**config.mk**
```make
export PLATFORM = sky130hd
export DESIGN_NAME = dcpt_front
export DESIGN_NICKNAME = d
export VERILOG_FILES = /design/src/dcpt_pkg.sv /design/src/dcpt_front.sv
export SDC_FILE = /design/constraint.sdc
export NUM_CORES = 1
export LEC_CHECK = 0
export ABC_AREA = 0
export BUFFER_PORTS_ARGS = -buffer_cell sky130_fd_sc_hd__buf_2
export CAP_MARGIN = 20
export CELL_PAD_IN_SITES_DETAIL_PLACEMENT = 1
export CELL_PAD_IN_SITES_GLOBAL_PLACEMENT = 2
export CORE_MARGIN = 2
export CORE_UTILIZATION = 33
export DETAILED_ROUTE_END_ITERATION = 12
export GPL_ROUTABILITY_DRIVEN = 0
export PLACE_DENSITY = 0.7
export SYNTH_ARGS = -nofsm -noshare
export SYNTH_HDL_FRONTEND = slang
export SYNTH_SLANG_ARGS = --single-unit
```
**constraint.sdc**
```tcl
create_clock -name clk_i -period 4.5 [get_ports clk_i]
set_input_delay 1.125 -clock clk_i [delete_from_list [all_inputs] [get_ports clk_i]]
set_output_delay 1.125 -clock clk_i [all_outputs]
set_load 0.05 [all_outputs]
```
**src/dcpt_pkg.sv**
```systemverilog
// Shared types and constants for the delta-correlating prefetcher.
// No dependencies.
package dcpt_pkg;

  localparam logic [31:0] PhysLimitReset = 32'hFFFF_FFFF;
  localparam logic [31:0] DeltaMax = 32'd2147483647;
  localparam int unsigned MaxOut = 3;

  typedef enum logic [0:0] {
    REG_PHYS_LIMIT = 1'b0
  } reg_idx_e;

  typedef struct packed {
    logic [31:0] instr_addr;
    logic [31:0] access_addr;
  } req_t;

  typedef struct packed {
    logic [31:0] prefetch_addr;
    logic        issue;
    logic        last;
  } rsp_t;

endpackage

```
**src/dcpt_front.sv**
```systemverilog
// Front end: accept requests and hold them in a two-entry queue.
// Depends on dcpt_pkg.
module dcpt_front
  import dcpt_pkg::*;
(
  input  logic clk_i,
  input  logic rst_ni,
  input  logic req_valid_i,
  output logic req_stall_o,
  input  req_t req_i,
  output logic q_valid_o,
  input  logic q_pop_i,
  output req_t q_data_o
);

  req_t       mem_q [2];
  logic       wr_q, rd_q;
  logic [1:0] cnt_q;
  logic       push;

  assign req_stall_o = (cnt_q == 2'd2);
  assign push = req_valid_i && !req_stall_o;
  assign q_valid_o = (cnt_q != 2'd0);
  assign q_data_o = mem_q[rd_q];

  always_ff @(posedge clk_i) begin
    if (push) mem_q[wr_q] <= req_i;
  end

  always_ff @(posedge clk_i or negedge rst_ni) begin
    if (!rst_ni) begin
      wr_q <= 1'b0;
      rd_q <= 1'b0;
      cnt_q <= 2'd0;
    end else begin
      if (push) wr_q <= ~wr_q;
      if (q_pop_i) rd_q <= ~rd_q;
      cnt_q <= cnt_q + {1'b0, push} - {1'b0, q_pop_i};
    end
  end

endmodule

```
==> flow_metrics.tcl <==
set metrics [dict create \
    fp.dieW_um 127 \
    power_frac_comb_pct 39.3 \
    area_growth_pct 29.4 \
    crit_path_max_incr_delay_ps 820 \
    grtUsageTotal_pct 11.5 \
    crit_family "flip-flops" \
    worstSetupPathDepth 3 \
    viasPerCell 4.36 \
    required_ps 3380 \
    grt_max_degree 38 \
    h-tree-depth 4 \
    fin_cells 566 \
    clock-root-buffer "clkbuf_16" \
    wl_met3_um 562 \
    die_y_um 127 \
    hold_viol 0 \
    pin_count 134 \
    multi_input_area_um2 1000 \
    die_area_um2 16200 \
    start_kind "flip-flop" \
    clock_path_buffers 2 \
    diodes 0 \
    reg2regPathDepth 3 \
    wl_met2_mm 4.72 \
    cts.reportedPaths.clkPinSlew_ps 50 \
    synthesis.nets 286 \
    layout_worst_path_cycle_share_pct 73.6 \
    worst-path-buf-inv 2 \
    seqPwrFrac_pct 35.2 \
    wl_mm 8.90 \
    fin_setup_tns_ps 0 \
    final_util_pct 43.2 \
    synth_area_um2 5020 \
    crit_chain "buf_12, mux2_2, buf_2" \
    status "finished clean" \
    rows 45 \
    drtIter0Drc 97 \
    fp.coreArea_um2 15000 \
    ir_drop_uv 404 \
    cp.arrival_ps 2190 \
    synth_area_per_cell_um2 23.2 \
    p_sw_uw 2000 \
    maxCapViolations 0 \
    vias 2469 \
    syn_inst 216 \
    seq_area_um2 3950 \
    dr.pass1.iters 4 \
    drcViolationCount 0 \
    cts_tree "yes" \
    post_cts_buffers 0 \
    final_antenna_net_count 0 \
    clk_latency_ps 400 \
    yosys_warnings 0 \
    p_per_area_nw_per_um2 803 \
    synth_seq_cells 132 \
    grt_pass1_wl_mm 13.7 \
    initial_core_util_pct 33.4 \
    p_leak_uw 0.00259 \
    port_buffers 133 \
    p_sw_share_pct 38.3 \
    worstSetupPathType "flip-flop to primary output" \
    cts_resized 0 \
    hpwlAfterDp_mm 5.88 \
    hold_class "input port to asynchronous set/reset pin" \
    fin_crit_ps 3310 \
    ctsHoldBuffers 0 \
    grt_pass1_vias 2650 \
    setup_viol 0 \
    synth_cell_types 15 \
    rsz0062_at_grt "false" \
    top_layer_used "met4" \
    fillers 1479 \
    drive_gt1_share_pct 61.1 \
    ys_seq_area_share_pct 78.6 \
    dp_cells 534 \
    worst_pin_slew_ps 727 \
    clock.fmax_mhz 302 \
    cp-end-kind "primary output" \
    final_nets 435 \
    cp_slowest_cell "dfrtp_4" \
    grt_antenna_before_repair 0 \
    clock_power_share_pct 25.5 \
    grt_overflow_total 0 \
    wl_per_cell_um 15.7 \
    finClkSkew_ps 7.23 \
    cts_sinks 132 \
    slew_headroom_pct 51.5 \
    wl_met1_mm 3.48 \
    cell_internal_pwr_uw 3220 \
    numCtsBuffers 17 \
    cp_max_fo 35 \
    slew_violations 0 \
]
-- cell usage in the layout (no fill, tap or decap) --
master,instances
ha_1,2
bufinv_16,2
xnor2_1,3
buf_2,133
nor2_4,1
clkbuf_1,6
and3_2,1
clkbuf_16,17
mux2_4,50
dfrtp_1,3
inv_1,2
mux2_2,14
nand2b_1,1
dfrtp_4,1
edfxtp_1,128
xor2_1,1
or2_2,1
buf_12,2
clkbuf_8,4
nand2_1,1
clkinv_2,3
buf_4,2
-- worst paths after layout --
path                           from            to  slack (ps)
hold reg to reg            cnt_q[0]      cnt_q[0]         520
hold / removal               rst_ni      cnt_q[0]         520
setup / recovery               rd_q   q_data_o[3]        1190
max in group asynchronous    rst_ni          rd_q        3850
min in group clk_i         cnt_q[0]      cnt_q[0]         520
setup reg to reg           cnt_q[1]  mem_q[1][17]        2640
-- cells in the mapped netlist --
library cell  instances  area share (%)
buf_2                 1            0.10
xor2_1                1            0.17
inv_1                 2            0.15
edfxtp_1            128              77
nor2_1                1           0.075
mux2_4               50              15
nand2b_1              1            0.12
dfrtp_1               4             2.0
and3_1                1            0.12
xnor2_1               3            0.52
buf_6                 6             1.3
or2_2                 1            0.12
ha_1                  2            0.50
nand2_1               1           0.075
mux2_2               14             3.1
-- metrics by stage --
stage	setup slack [ps]	cell area [µm²]	hold slack, ps	total power, µW
3_5_place_dp	1580	5910	513	3950
6_report	1190	6490	516	5210
3_3_place_gp	1600	5910	501	3920
4_1_cts	1120	6490	493	5300
2_1_floorplan	119	5020	460	3550
5_1_grt	1090	6490	494	5440
-- flip-flops by register name (all words and copies together) (netlist names) --
name   count
cnt_q      2
mem_q    128
wr_q       1
rd_q       1
-- cells by family after synthesis --
group / after synthesis / synth area share (%)
DFF: 132 / 78.6
muxes: 64 / 18.1
buffers and inverters: 9 / 1.60
and+or+nand+nor: 5 / 0.524
xor gates and xnor gates: 4 / 0.698
adders and majority gates: 2 / 0.499
-- routing by layer --
layer  track usage (%)  vias to the layer above
met4              5.62                        0
met3              4.52                       10
met5                 0                        -
met2              20.1                       91
li1                  -                     1147
met1              12.1                     1221
-- power groups by stage --
stage | Combinational, µW | Clock (µW) | Sequential (µW)
floorplan | 1770 | 0 | 1780
global placement | 2070 | 0 | 1850
detailed placement | 2080 | 0 | 1870
CTS | 2090 | 1370 | 1850
global route | 2150 | 1420 | 1870
finish | 2050 | 1330 | 1830
-- worst reg2reg max path: stages, from the launching register on --
cell	delay [ps]
dfrtp_1	400
nand2b_1	120
and3_2	670
buf_12	330
-- cell type report --
class | instances | share of cell area, %
multi-input combinational | 75 | 15.5
inverter | 2 | 0.116
clock inverter | 5 | 1.16
tap | 188 | 3.62
timing repair buffer | 137 | 11.1
sequential | 132 | 60.8
clock buffer | 27 | 7.75
Note: power is estimated with default switching activity, not from simulation.
